--- config.mk ---
export PLATFORM = sky130hd
export DESIGN_NAME = uart_dual_ring_buffer_unit
export DESIGN_NICKNAME = d
export VERILOG_FILES = /design/src/sv/udrb_pkg.sv /design/src/sv/uart_dual_ring_buffer_unit.sv
export VERILOG_INCLUDE_DIRS = /design/src /design/src/sv
export SDC_FILE = /design/constraint.sdc
export NUM_CORES = 1
export LEC_CHECK = 0
export BUFFER_PORTS_ARGS = -buffer_cell sky130_fd_sc_hd__clkbuf_2
export CAP_MARGIN = 20
export CORE_MARGIN = 2
export CORE_UTILIZATION = 56
export CTS_CLUSTER_SIZE = 8
export DETAILED_ROUTE_END_ITERATION = 10
export GPL_TIMING_DRIVEN = 0
export PLACE_DENSITY_LB_ADDON = 0.1
export SYNTH_ARGS = -nofsm -noshare
export SYNTH_HDL_FRONTEND = slang
export SYNTH_SLANG_ARGS = --single-unit
--- constraint.sdc ---
create_clock -name clk -period 3.45 [get_ports clk]
set_clock_uncertainty 0.15 [all_clocks]
set_input_delay 0.1725 -clock clk [delete_from_list [all_inputs] [get_ports clk]]
set_output_delay 0.1725 -clock clk [all_outputs]
set_load 0.01 [all_outputs]
--- src/sv/uart_dual_ring_buffer_unit_defines.svh ---
// ----------------------------------------------------------------------------
// uart_dual_ring_buffer_unit_defines.svh
// Assertion macros shared by the serial port ring buffer RTL.
// ----------------------------------------------------------------------------
`ifndef UART_DUAL_RING_BUFFER_UNIT_DEFINES_SVH
`define UART_DUAL_RING_BUFFER_UNIT_DEFINES_SVH

// same-cycle implication, disabled during reset
`define UDRB_ASSERT_NOW(lbl, clk, rst_n, ante, cons, msg) \
  lbl: assert property (@(posedge clk) disable iff (!rst_n) (ante) |-> (cons)) \
    else $error(msg);

// next-cycle implication, disabled during reset
`define UDRB_ASSERT_NEXT(lbl, clk, rst_n, ante, cons, msg) \
  lbl: assert property (@(posedge clk) disable iff (!rst_n) (ante) |=> (cons)) \
    else $error(msg);

`endif

--- src/sv/udrb_pkg.sv ---
// ----------------------------------------------------------------------------
// udrb_pkg
// Types and constants of the serial port dual ring buffer.
// ----------------------------------------------------------------------------
package udrb_pkg;

  localparam int BUF_SIZE_DEF = 64;
  localparam int DATA_W       = 9;
  localparam int ACT_W        = 3;
  localparam int CNT_W        = 12;
  localparam int DBITS_W      = 4;
  localparam int CFG_AW       = 4;
  localparam int CFG_DW       = 32;
  localparam int IN_TDATA_W   = 16;
  localparam int OUT_TDATA_W  = 40;

  localparam logic [DBITS_W-1:0] DBITS_RST = 4'd8;
  localparam logic [DBITS_W-1:0] DBITS_MIN = 4'd7;
  localparam logic [DBITS_W-1:0] DBITS_MAX = 4'd9;

  typedef enum logic [1:0] {
    REG_DATA_BITS   = 2'd0,
    REG_HALF_DUPLEX = 2'd1,
    REG_NO_ECHO     = 2'd2,
    REG_UNUSED      = 2'd3
  } reg_idx_t;

  typedef enum logic [ACT_W-1:0] {
    ACT_RX_CHAR    = 3'd0,
    ACT_HOST_WRITE = 3'd1,
    ACT_READ       = 3'd2,
    ACT_PEEK       = 3'd3,
    ACT_TXE_EVENT  = 3'd4,
    ACT_TC_EVENT   = 3'd5,
    ACT_CLEAR      = 3'd6,
    ACT_NOP        = 3'd7
  } action_t;

  typedef enum logic {
    ST_IDLE = 1'b0,
    ST_EXEC = 1'b1
  } state_t;

  // character mask for the configured data-bit count (clamped to 7..9)
  function automatic logic [DATA_W-1:0] word_mask(input logic [DBITS_W-1:0] nbits);
    logic [DATA_W-1:0] m;
    if (nbits <= DBITS_MIN) begin
      m = 9'h07F;
    end else if (nbits >= DBITS_MAX) begin
      m = 9'h1FF;
    end else begin
      m = 9'h0FF;
    end
    return m;
  endfunction

endpackage

--- src/sv/uart_dual_ring_buffer_unit.sv ---
// ----------------------------------------------------------------------------
// uart_dual_ring_buffer_unit
// Receive and transmit ring buffers of a serial port with APB setup regs.
// ----------------------------------------------------------------------------
// A transaction is accepted in IDLE and runs in EXEC; its result is
//   loaded into the result register in EXEC once that register is free.
// No new transaction is accepted until the last result is loaded. The ring
//   memories have one registered read port, read at accept, written in EXEC.
// Reset (rst_n, synchronous, low): pointers, arms, enables and setup regs go
//   to their defaults at once; memory contents are not cleared (no sweep).
// ----------------------------------------------------------------------------
`include "uart_dual_ring_buffer_unit_defines.svh"

module uart_dual_ring_buffer_unit #(
  parameter int BUF_SIZE = udrb_pkg::BUF_SIZE_DEF
) (
  input  logic                               clk,
  input  logic                               rst_n,
  // input stream
  input  logic                               in_tvalid,
  output logic                               in_tready,
  input  logic [udrb_pkg::IN_TDATA_W-1:0]    in_tdata,   // [8:0] data_in, rest zero
  input  logic [udrb_pkg::ACT_W-1:0]         in_tuser,   // [2:0] action
  // result stream
  output logic                               out_tvalid,
  input  logic                               out_tready,
  // [8:0] data_out, [9] data_valid, [10] accepted, [11] send_valid,
  // [23:12] rx_count, [35:24] tx_space, [36] tx_enable, [37] rx_enable,
  // [38] txe_irq_enable, [39] tc_irq_enable
  output logic [udrb_pkg::OUT_TDATA_W-1:0]   out_tdata,
  // APB setup port
  input  logic                               cfg_psel,
  input  logic                               cfg_penable,
  input  logic                               cfg_pwrite,
  input  logic [udrb_pkg::CFG_AW-1:0]        cfg_paddr,
  input  logic [udrb_pkg::CFG_DW-1:0]        cfg_pwdata,
  output logic [udrb_pkg::CFG_DW-1:0]        cfg_prdata,
  output logic                               cfg_pready
);
  import udrb_pkg::*;

  localparam int PTR_W = $clog2(BUF_SIZE);
  localparam logic [PTR_W-1:0] LAST_SLOT = PTR_W'(BUF_SIZE - 1);
  localparam logic [PTR_W-1:0] SIZE_MOD  = PTR_W'(BUF_SIZE);
  localparam logic [CNT_W-1:0] SPACE_MAX = CNT_W'(BUF_SIZE - 1);

  typedef logic [PTR_W-1:0] ptr_t;

  // wrap-around increment, works for any ring size
  function automatic ptr_t ptr_inc(input ptr_t p);
    return (p == LAST_SLOT) ? '0 : p + ptr_t'(1);
  endfunction

  // occupied slots; modulo arithmetic on PTR_W bits
  function automatic ptr_t ptr_used(input ptr_t head, input ptr_t tail);
    return (head >= tail) ? head - tail : head - tail + SIZE_MOD;
  endfunction

  // --------------------------------------------------------------------------
  // Setup registers
  // --------------------------------------------------------------------------
  logic [DBITS_W-1:0] data_bits_r;
  logic               half_duplex_r;
  logic               no_echo_r;
  logic               cfg_wr;
  reg_idx_t           cfg_idx;

  assign cfg_pready = 1'b1;
  assign cfg_idx    = reg_idx_t'(cfg_paddr[3:2]);
  assign cfg_wr     = cfg_psel & cfg_penable & cfg_pwrite & cfg_pready;

  always_ff @(posedge clk) begin
    if (!rst_n) begin
      data_bits_r   <= DBITS_RST;
      half_duplex_r <= 1'b0;
      no_echo_r     <= 1'b0;
    end else if (cfg_wr) begin
      case (cfg_idx)
        REG_DATA_BITS:   data_bits_r   <= cfg_pwdata[DBITS_W-1:0];
        REG_HALF_DUPLEX: half_duplex_r <= cfg_pwdata[0];
        REG_NO_ECHO:     no_echo_r     <= cfg_pwdata[0];
        default: ;
      endcase
    end
  end

  always_comb begin
    cfg_prdata = '0;
    case (cfg_idx)
      REG_DATA_BITS:   cfg_prdata = CFG_DW'(data_bits_r);
      REG_HALF_DUPLEX: cfg_prdata = CFG_DW'(half_duplex_r);
      REG_NO_ECHO:     cfg_prdata = CFG_DW'(no_echo_r);
      default:         cfg_prdata = '0;
    endcase
  end

  // --------------------------------------------------------------------------
  // Sequencer: IDLE takes a transaction and launches the ring reads,
  // EXEC has the read data, updates state and loads the result register.
  // --------------------------------------------------------------------------
  state_t  state_r, state_nxt;
  logic    in_acc;
  logic    res_load;
  action_t act_r;
  logic [DATA_W-1:0] din_r;

  assign in_acc = in_tvalid & in_tready;

  always_comb begin
    state_nxt = state_r;
    case (state_r)
      ST_IDLE: if (in_acc) state_nxt = ST_EXEC;
      ST_EXEC: if (res_load) state_nxt = ST_IDLE;
      default: state_nxt = ST_IDLE;
    endcase
  end

  // result register is free or being drained this cycle
  always_comb begin
    in_tready = (state_r == ST_IDLE);
    res_load  = (state_r == ST_EXEC) && (!out_tvalid || out_tready);
  end

  always_ff @(posedge clk) begin
    if (!rst_n) begin
      state_r <= ST_IDLE;
    end else begin
      state_r <= state_nxt;
    end
  end

  always_ff @(posedge clk) begin
    if (in_acc) begin
      act_r <= action_t'(in_tuser);
      din_r <= in_tdata[DATA_W-1:0];
    end
  end

  // --------------------------------------------------------------------------
  // Pointers, arms and enables
  // --------------------------------------------------------------------------
  ptr_t rx_head_r, rx_tail_r, tx_head_r, tx_tail_r;
  ptr_t rx_head_nxt, rx_tail_nxt, tx_head_nxt, tx_tail_nxt;
  logic txe_armed_r, tc_armed_r, tx_on_r, rx_on_r;
  logic txe_armed_nxt, tc_armed_nxt, tx_on_nxt, rx_on_nxt;

  // ring memories: one write and one registered read per cycle each
  logic [DATA_W-1:0] rx_mem [BUF_SIZE];
  logic [DATA_W-1:0] tx_mem [BUF_SIZE];
  logic [DATA_W-1:0] rx_rdata_r, tx_rdata_r;
  logic              rx_we, tx_we;
  logic [DATA_W-1:0] wdata;

  // tails do not move between accept and exec, so the read is current
  always_ff @(posedge clk) begin
    if (rx_we && res_load) rx_mem[rx_head_r] <= wdata;
    if (in_acc) rx_rdata_r <= rx_mem[rx_tail_r];
  end

  always_ff @(posedge clk) begin
    if (tx_we && res_load) tx_mem[tx_head_r] <= wdata;
    if (in_acc) tx_rdata_r <= tx_mem[tx_tail_r];
  end

  // --------------------------------------------------------------------------
  // Exec step
  // --------------------------------------------------------------------------
  logic              quiet;
  logic              rx_full, tx_full, rx_empty, tx_empty;
  logic [DATA_W-1:0] dout;
  logic              dvalid, acc, svalid;

  assign quiet    = half_duplex_r & no_echo_r;
  assign rx_full  = (ptr_inc(rx_head_r) == rx_tail_r);
  assign tx_full  = (ptr_inc(tx_head_r) == tx_tail_r);
  assign rx_empty = (rx_head_r == rx_tail_r);
  assign tx_empty = (tx_head_r == tx_tail_r);
  assign wdata    = din_r & word_mask(data_bits_r);

  always_comb begin
    rx_head_nxt   = rx_head_r;
    rx_tail_nxt   = rx_tail_r;
    tx_head_nxt   = tx_head_r;
    tx_tail_nxt   = tx_tail_r;
    txe_armed_nxt = txe_armed_r;
    tc_armed_nxt  = tc_armed_r;
    tx_on_nxt     = tx_on_r;
    rx_on_nxt     = rx_on_r;
    rx_we         = 1'b0;
    tx_we         = 1'b0;
    dout          = '0;
    dvalid        = 1'b0;
    acc           = 1'b0;
    svalid        = 1'b0;
    case (act_r)
      ACT_RX_CHAR: begin
        if (!rx_full) begin
          rx_we       = 1'b1;
          rx_head_nxt = ptr_inc(rx_head_r);
          acc         = 1'b1;
        end
      end
      ACT_HOST_WRITE: begin
        if (!tx_full) begin
          tx_we       = 1'b1;
          tx_head_nxt = ptr_inc(tx_head_r);
          acc         = 1'b1;
        end
        txe_armed_nxt = 1'b1;
      end
      ACT_READ, ACT_PEEK: begin
        if (!rx_empty) begin
          dout   = rx_rdata_r;
          dvalid = 1'b1;
          if (act_r == ACT_READ) rx_tail_nxt = ptr_inc(rx_tail_r);
        end
      end
      ACT_TXE_EVENT: begin
        if (txe_armed_r) begin
          if (tx_empty) begin
            txe_armed_nxt = 1'b0;
            if (quiet) tc_armed_nxt = 1'b1;
          end else begin
            if (quiet) begin
              tx_on_nxt = 1'b1;
              rx_on_nxt = 1'b0;
            end
            dout        = tx_rdata_r;
            svalid      = 1'b1;
            tx_tail_nxt = ptr_inc(tx_tail_r);
          end
        end
      end
      ACT_TC_EVENT: begin
        if (tc_armed_r && quiet) begin
          tc_armed_nxt = 1'b0;
          tx_on_nxt    = 1'b0;
          rx_on_nxt    = 1'b1;
        end
      end
      ACT_CLEAR: begin
        rx_head_nxt = rx_tail_r;
        tx_head_nxt = tx_tail_r;
      end
      default: ;
    endcase
  end

  always_ff @(posedge clk) begin
    if (!rst_n) begin
      rx_head_r   <= '0;
      rx_tail_r   <= '0;
      tx_head_r   <= '0;
      tx_tail_r   <= '0;
      txe_armed_r <= 1'b1;
      tc_armed_r  <= 1'b0;
      tx_on_r     <= 1'b1;
      rx_on_r     <= 1'b1;
    end else if (res_load) begin
      rx_head_r   <= rx_head_nxt;
      rx_tail_r   <= rx_tail_nxt;
      tx_head_r   <= tx_head_nxt;
      tx_tail_r   <= tx_tail_nxt;
      txe_armed_r <= txe_armed_nxt;
      tc_armed_r  <= tc_armed_nxt;
      tx_on_r     <= tx_on_nxt;
      rx_on_r     <= rx_on_nxt;
    end
  end

  // --------------------------------------------------------------------------
  // Result register
  // --------------------------------------------------------------------------
  logic              out_tvalid_r;
  logic [DATA_W-1:0] res_dout_r;
  logic              res_dvalid_r, res_acc_r, res_svalid_r;
  logic [CNT_W-1:0]  res_rx_count_r, res_tx_space_r;
  logic              res_tx_en_r, res_rx_en_r, res_txe_r, res_tc_r;

  always_ff @(posedge clk) begin
    if (!rst_n) begin
      out_tvalid_r <= 1'b0;
    end else if (res_load) begin
      out_tvalid_r <= 1'b1;
    end else if (out_tready) begin
      out_tvalid_r <= 1'b0;
    end
  end

  always_ff @(posedge clk) begin
    if (res_load) begin
      res_dout_r     <= dout;
      res_dvalid_r   <= dvalid;
      res_acc_r      <= acc;
      res_svalid_r   <= svalid;
      res_rx_count_r <= CNT_W'(ptr_used(rx_head_nxt, rx_tail_nxt));
      res_tx_space_r <= SPACE_MAX - CNT_W'(ptr_used(tx_head_nxt, tx_tail_nxt));
      res_tx_en_r    <= tx_on_nxt;
      res_rx_en_r    <= rx_on_nxt;
      res_txe_r      <= txe_armed_nxt;
      res_tc_r       <= tc_armed_nxt;
    end
  end

  assign out_tvalid = out_tvalid_r;
  assign out_tdata  = {res_tc_r, res_txe_r, res_rx_en_r, res_tx_en_r,
                       res_tx_space_r, res_rx_count_r,
                       res_svalid_r, res_acc_r, res_dvalid_r, res_dout_r};

  // --------------------------------------------------------------------------
  // Assertions
  // --------------------------------------------------------------------------
  `UDRB_ASSERT_NEXT(a_acc_to_exec, clk, rst_n, in_acc, state_r == ST_EXEC,
                    "accept did not start exec")
  `UDRB_ASSERT_NEXT(a_load_shows, clk, rst_n, res_load, out_tvalid_r,
                    "loaded result not presented")
  `UDRB_ASSERT_NEXT(a_exec_holds, clk, rst_n, (state_r == ST_EXEC) && !res_load,
                    (state_r == ST_EXEC) && $stable(act_r) && $stable(din_r),
                    "stalled exec lost its transaction")
  `UDRB_ASSERT_NOW(a_acc_kind, clk, rst_n, res_load && acc,
                   (act_r == ACT_RX_CHAR) || (act_r == ACT_HOST_WRITE),
                   "store flag on a non-store action")
  `UDRB_ASSERT_NOW(a_one_source, clk, rst_n, res_load, !(dvalid && svalid),
                   "read and send in one result")

endmodule
==> results.sh, run 1 <==
export IMPL_status="finished with violations"
export IMPL_failed_checks="DRC, setup timing"
export IMPL_arrival_ns=4.13
export IMPL_ys_warnings_count=0
export IMPL_cp_cell_sequence="ha_4, buf_8, nand3_4, or3_1, a32oi_1, nand4_1, buf_4, and2_4, nand2_2, nand3_4, ha_4, a21o_1, a21o_1, a21o_1, a21oi_2, xor2_2, xnor2_2"
export IMPL_crit_start="rx_head_r[1]$_SDFFE_PN0P_"
export IMPL_postRouteAntennaNets=0
export IMPL_routed_via_density=6.517
export IMPL_synth_top_area_cell="edfxtp_1"
export IMPL_ys_seq_area_frac=0.7402
export IMPL_area_delta_synth_final_pct=20.47
export IMPL_rsz0062_at_grt="yes"
export IMPL_min_period_ns=3.783
export IMPL_reg2reg_to="res_rx_count_r[5]$_DFFE_PP_"
export IMPL_vias=26240
export IMPL_die_w_um=303.0
export IMPL_htreeDepth=4
export IMPL_drtIter0Drc=3716
export IMPL_ys_async_sr_fraction=0
export IMPL_max_freq_mhz=264.3
export IMPL_die_area_sq_mm=0.09180
export IMPL_syn_area_per_cell_sq_um=21.12
export IMPL_finalHoldWorstSlack_ns=0.06411
export IMPL_numCtsBuffers=173
export IMPL_antenna_found_initial=4
export IMPL_holdPathEnd="din_r[8]$_DFFE_PP_"
export IMPL_io_pins=137
export IMPL_ys_flop_type="edfxtp_1"
export IMPL_grt_usage=0.2810
export IMPL_syn_area_sq_mm=0.05006
export IMPL_post_route_drc_count=22
export IMPL_tightestPinTransition_ns=1.278
export IMPL_io_buffers=58
export IMPL_synth_top_area_frac=0.7258
export IMPL_die_h_um=303.0
export IMPL_final_max_slew_viol_count=0
export IMPL_grt_pass1_vias=26080
export IMPL_p_leak_uw=0.01900
export IMPL_cp_top_family="simple AND/OR/NAND/NOR gates"
export IMPL_layout_setup_ws_ns=-0.3331
export IMPL_grt_max_degree=82
export IMPL_whs_path_depth=2
export IMPL_cts_tree="done"
export IMPL_regToRegStartpoint="rx_head_r[1]$_SDFFE_PN0P_"
export IMPL_crit_required_ns=3.80
export IMPL_wl_per_cell_um=31.34
export IMPL_cts_root_buf="clkbuf_16"
export IMPL_maxSlewHeadroom=0.1481
export IMPL_setup_viol=33
export IMPL_worstHoldPathType="input pin to register"
export IMPL_clock_latency_ns=0.77
export IMPL_ys_types=77
export IMPL_crit_fanout=5
export IMPL_critPathBufInv=2
export IMPL_synthCells=2370
export IMPL_vdd_drop_max_uv=478.6
export IMPL_critical_path_class="register to register"
export IMPL_setup_worst_path_start_class="register"
export IMPL_reg2reg_depth=17
export IMPL_powerDensity_mw_per_mm2=562.4
export IMPL_finalCritPeriodShare=1.097
export IMPL_dp_hpwl_um=85020
export IMPL_grt_overflow_total=0
export IMPL_place_congestion=0.8726
export IMPL_crit_slowest_cell="dfxtp_4"
export IMPL_finalHoldViolations=0
export IMPL_cpPeakStageDelay_ns=0.38
export IMPL_clock_sinks=1246
export IMPL_netlist_top_cells_area="edfxtp_1, mux4_2, dfxtp_1"
export IMPL_core_sq_mm=0.08851
export IMPL_hp_start="in_tdata[8]"
export IMPL_rows=109
export IMPL_ctsLongestPathBuffers=3
export IMPL_r2r_slack_ns=-0.33
export IMPL_clk_pin_slew_ns=0.05
export IMPL_cpMostUsedCell="a21o_1"
export IMPL_drv_cap=0
export IMPL_synth_edff_count=1210
export IMPL_place_ws_ns=-1.143
export IMPL_worst_setup_path_end_kind="register"
export IMPL_ys_seq_elements=1246
export IMPL_grt_first_pass_wirelength_um=180700
export IMPL_dr_pass1_iters=9
export IMPL_drive_above_1_share=0.3906
export IMPL_routed_wl_um=126200
export IMPL_fin_nets=2889
export IMPL_initial_core_util=0.5656
-- area by class of cell --
cell class              instances  area, sq um
flip-flops and latches       1246        37070
plain buffers                 189         1237
repair buffers                237         2605
fillers                      5431        28200
well taps                    1165         1458
multi-input cells             952        13140
diodes                          1        2.502
clock buffers                 215         4593
inverters                      12        45.04
clock inverters                 9        155.1
-- worst register-to-register path, delay by kind of cell (launching register included) --
kind | cells | cell delay [ns]
and+or+nand+nor | 6 | 1.00
AOI/OAI and AO/OA | 5 | 0.90
adders and majority gates | 2 | 0.39
xor gates and xnor gates | 2 | 0.39
DFF | 1 | 0.38
buffers and inverters | 2 | 0.33
-- worst max path at each step --
stage | cells past startpoint | to | slack, ns
final | 17 | res_rx_count_r[5]$_DFFE_PP_ | -0.33
after global routing | 19 | res_rx_count_r[5]$_DFFE_PP_ | -0.45
after CTS | 17 | res_rx_count_r[5]$_DFFE_PP_ | -0.21
after detailed placement | 15 | res_tx_space_r[5]$_DFFE_PP_ | -1.14
after global placement | 1 | tx_mem[58][8]$_DFFE_PP_ | -1.52
after floorplan | 17 | res_rx_count_r[5]$_DFFE_PP_ | -0.005
-- per-layer routing --
| metal | share of wire | track usage |
|---|---|---|
| met2 | 0.45 | 0.4074 |
| met4 | 0.023 | 0.07929 |
| met5 | 0.000055 | 0 |
| met3 | 0.10 | 0.07347 |
| met1 | 0.42 | 0.4290 |
-- where the power goes --
group	leakage [uW]	internal, uW	switching (uW)
clock network	0.00230	9170	5910
logic	0.00548	856	1170
registers	0.0112	16700	78.3
total	0.0190	26800	7150
-- flip-flops by register name (all words and copies together), names as in the netlist, 3 cells and up --
signal / cells
act_r: 3
data_bits_r: 4
res_tx_space_r: 6
res_rx_count_r: 6
tx_head_r: 6
rx_tail_r: 6
din_r: 9
tx_tail_r: 6
tx_rdata_r: 9
rx_head_r: 6
res_dout_r: 9
tx_mem: 576
rx_mem: 576
rx_rdata_r: 9
-- placed cells by master, fill, tap and decap left out, drive strengths merged, types with 27 or more instances in the layout --
cell type,synthesis,routed
a21oi,27,27
buf,131,268
clkbuf,68,337
conb,2,41
dfxtp,36,36
dlygate4sd3,0,35
edfxtp,1210,1210
mux4,378,378
nand2,48,48
nand3,28,28
nor2,128,128
-- per-stage QoR --
step / TNS, ns / cell area (sq um) / power (uW) / utilization / instances
CTS: -12.08 / 59590 / 34050 / 0.6732 / 3994
finish: -1.110 / 60310 / 33920 / 0.6813 / 4026
floorplan: -0.004514 / 50250 / 18100 / - / 2409
global route: -9.033 / 60300 / 34810 / 0.6813 / 4025
global placement: -1597.67 / 51990 / 18740 / 0.5874 / 3632
detailed placement: -236.91 / 53340 / 18890 / 0.6027 / 3693
-- cells by family (layout without fill, tap and decap cells) --
family	Yosys count	in the layout	synth area share
flops	1246	1246	0.7402
mux	392	392	0.1729
simple gates	338	338	0.03412
buf+inv	211	662	0.02324
compound gates	126	126	0.01827
xor+xnor	39	39	0.006824
fa+ha+maj	16	16	0.004299
other cells	2	42	0.0001500
-- cell usage after synthesis (15+ instances only) --
cell type and n:
nand2_1 48, buf_6 17, xnor2_1 15, a21oi_1 26
mux4_2 378, nor2b_1 24, buf_2 36, xor2_1 24
nand3_1 27, dfxtp_1 36, buf_4 53, o21ai_0 18
buf_1 25, nor2_1 128, edfxtp_1 1210, nor4_1 21
clkbuf_1 68
-- timing repair --
action / 4_1_cts / 5_1_grt
endpoints found under the hold margin: 59 / 0
hold buffers: 35 / 0
endpoints found under the setup margin: 956 / 890
gates cloned: 1 / 0
gates resized for setup: 215 / 107
setup buffers: 46 / 35
pin swaps: 42 / 42
Note: power is estimated with default switching activity, not from simulation.
==> run 2: changes to the inputs <==
CORE_UTILIZATION = 62   (was 56)
clock period = 4.05 ns   (was 3.45 ns; I/O delays follow)
==> results.sh, run 2 (synthesized netlist as in run 1, its figures left out) <==
export IMPL_drtIter0Drc=3345
export IMPL_postRouteAntennaNets=0
export IMPL_rsz0062_at_grt="yes"
export IMPL_grt_pass1_vias=25900
export IMPL_crit_fanout=10
export IMPL_setup_worst_path_start_class="register"
export IMPL_wl_per_cell_um=32.03
export IMPL_mostFrequentLayoutCells="edfxtp_1, mux4_2, clkbuf_16, nor2_1"
export IMPL_numCtsBuffers=173
export IMPL_clock_latency_ns=0.74
export IMPL_finalCritPeriodShare=0.9880
export IMPL_powerDensity_mw_per_mm2=491.8
export IMPL_max_freq_mhz=249.9
export IMPL_maxSlewHeadroom=0.2710
export IMPL_arrival_ns=4.31
export IMPL_dr_pass1_iters=7
export IMPL_io_buffers=58
export IMPL_initial_core_util=0.6235
export IMPL_antenna_found_initial=4
export IMPL_post_route_drc_count=0
export IMPL_core_sq_mm=0.08029
export IMPL_critical_path_class="register to register"
export IMPL_die_h_um=288.2
export IMPL_n_antenna_cell=0
export IMPL_setup_tns_ns=0
export IMPL_crit_required_ns=4.36
export IMPL_final_common_cell="edfxtp_1"
export IMPL_vdd_drop_max_uv=398.2
export IMPL_worst_setup_path_end_kind="register"
export IMPL_clock_sinks=1246
export IMPL_vias=25750
export IMPL_worstHoldPathType="input pin to register"
export IMPL_area_delta_synth_final_pct=17.06
export IMPL_htreeDepth=4
export IMPL_place_congestion=0.8972
export IMPL_min_period_ns=4.001
export IMPL_grt_usage=0.3049
export IMPL_rows=104
export IMPL_routed_wl_um=123300
export IMPL_io_pins=137
export IMPL_final_max_slew_viol_count=0
export IMPL_tightestPinTransition_ns=1.094
export IMPL_ctsLongestPathBuffers=3
export IMPL_clk_pin_slew_ns=0.05
export IMPL_cts_tree="done"
export IMPL_dp_cells=3594
export IMPL_cts_root_buf="clkbuf_16"
export IMPL_stdcell_count=3849
export IMPL_grt_overflow_total=0
export IMPL_die_w_um=288.2
export IMPL_drive_above_1_share=0.3245
export IMPL_p_leak_uw=0.01853
export IMPL_status="completed"
export IMPL_fin_nets=2823
export IMPL_grt_first_pass_wirelength_um=178100
export IMPL_drv_cap=0
export IMPL_die_area_sq_mm=0.08303
export IMPL_routed_via_density=6.690
export IMPL_setup_viol=0
export IMPL_top_regs="rx_mem: 576 flops, tx_mem: 576 flops"
export IMPL_grt_max_degree=89
export IMPL_finalHoldViolations=0
export IMPL_dp_hpwl_um=82580
[run 2: changes by cell type in the layout (fill, tap and decap cells not counted), sizes merged]
cell / before / now
diode: 1 / 0
clkinv: 7 / 9
dlygate4sd3: 35 / 26
buf: 268 / 211
inv: 14 / 16
clkbuf: 337 / 329
clkdlybuf4s15: 1 / 0
[run 2: through the flow]
stage               area (sq um)  setup WS (ns)  power, uW  hold WS, ns    util
floorplan                  50210         0.3163      15410       0.1514       -
global placement           51820         -1.029      15930       0.2327  0.6455
detailed placement         53190        -0.9245      16060       0.2315  0.6624
CTS                        58340       0.007816      28870     0.004641  0.7266
global route               58600        -0.1038      29550      0.03378  0.7299
finish                     58600        0.04872      28820      0.03302  0.7299
[run 2: cell type report]
| class | count | area [sq um] |
|---|---|---|
| Buffer | 193 | 1141 |
| Clock buffer | 206 | 4496 |
| Clock inverter | 13 | 269.0 |
| Fill cell | 4539 | 21690 |
| Inverter | 12 | 45.04 |
| Multi-Input combinational cell | 952 | 12320 |
| Sequential cell | 1246 | 37060 |
| Tap cell | 1060 | 1326 |
| Timing Repair Buffer | 167 | 1936 |
[run 2: power breakdown]
group	switching, uW	internal, uW	leakage [uW]
combinational	939	678	0.00501
clock	5150	7730	0.00231
sequential	64.0	14300	0.0112
total	6150	22700	0.0185
[run 2: timing repair]
item	in CTS	in global routing
pin swaps	4	13
gates resized for setup	37	37
endpoints found under the hold margin	64	0
endpoints found under the setup margin	364	99
hold buffers	26	0
buffers inserted	2	11
[run 2: worst max-delay path, stage by stage (launching register included)]
cell and delay, ns:
dfxtp_1 0.32, buf_2 0.27, buf_1 0.72, buf_2 0.47, nand2_1 0.14, nand3_2 0.17, ha_1 0.25, a21o_1 0.18
a21o_1 0.19, a21o_1 0.19, a21oi_2 0.18, xor2_2 0.29, xnor2_2 0.16
[run 2: final timing paths]
kind,from,end,slack (ns),cells after the start
worst min-delay path,in_tdata[6],din_r[6]$_DFFE_PP_,0.03,2
worst max register to register,rx_tail_r[1]$_SDFFE_PN0P_,res_rx_count_r[5]$_DFFE_PP_,0.05,12
worst max-delay path,rx_tail_r[1]$_SDFFE_PN0P_,res_rx_count_r[5]$_DFFE_PP_,0.05,12
worst min register to register,tc_armed_r$_SDFFE_PN0P_,tc_armed_r$_SDFFE_PN0P_,0.34,2
[run 2: routing by layer]
layer / vias to the layer above / wire length (um) / global-route usage
met5: - / 145 / 0.01250
met1: 13490 / 49030 / 0.4599
met4: 2 / 2469 / 0.07630
met3: 191 / 15160 / 0.08989
li1: 10480 / - / -
met2: 1580 / 56460 / 0.4475
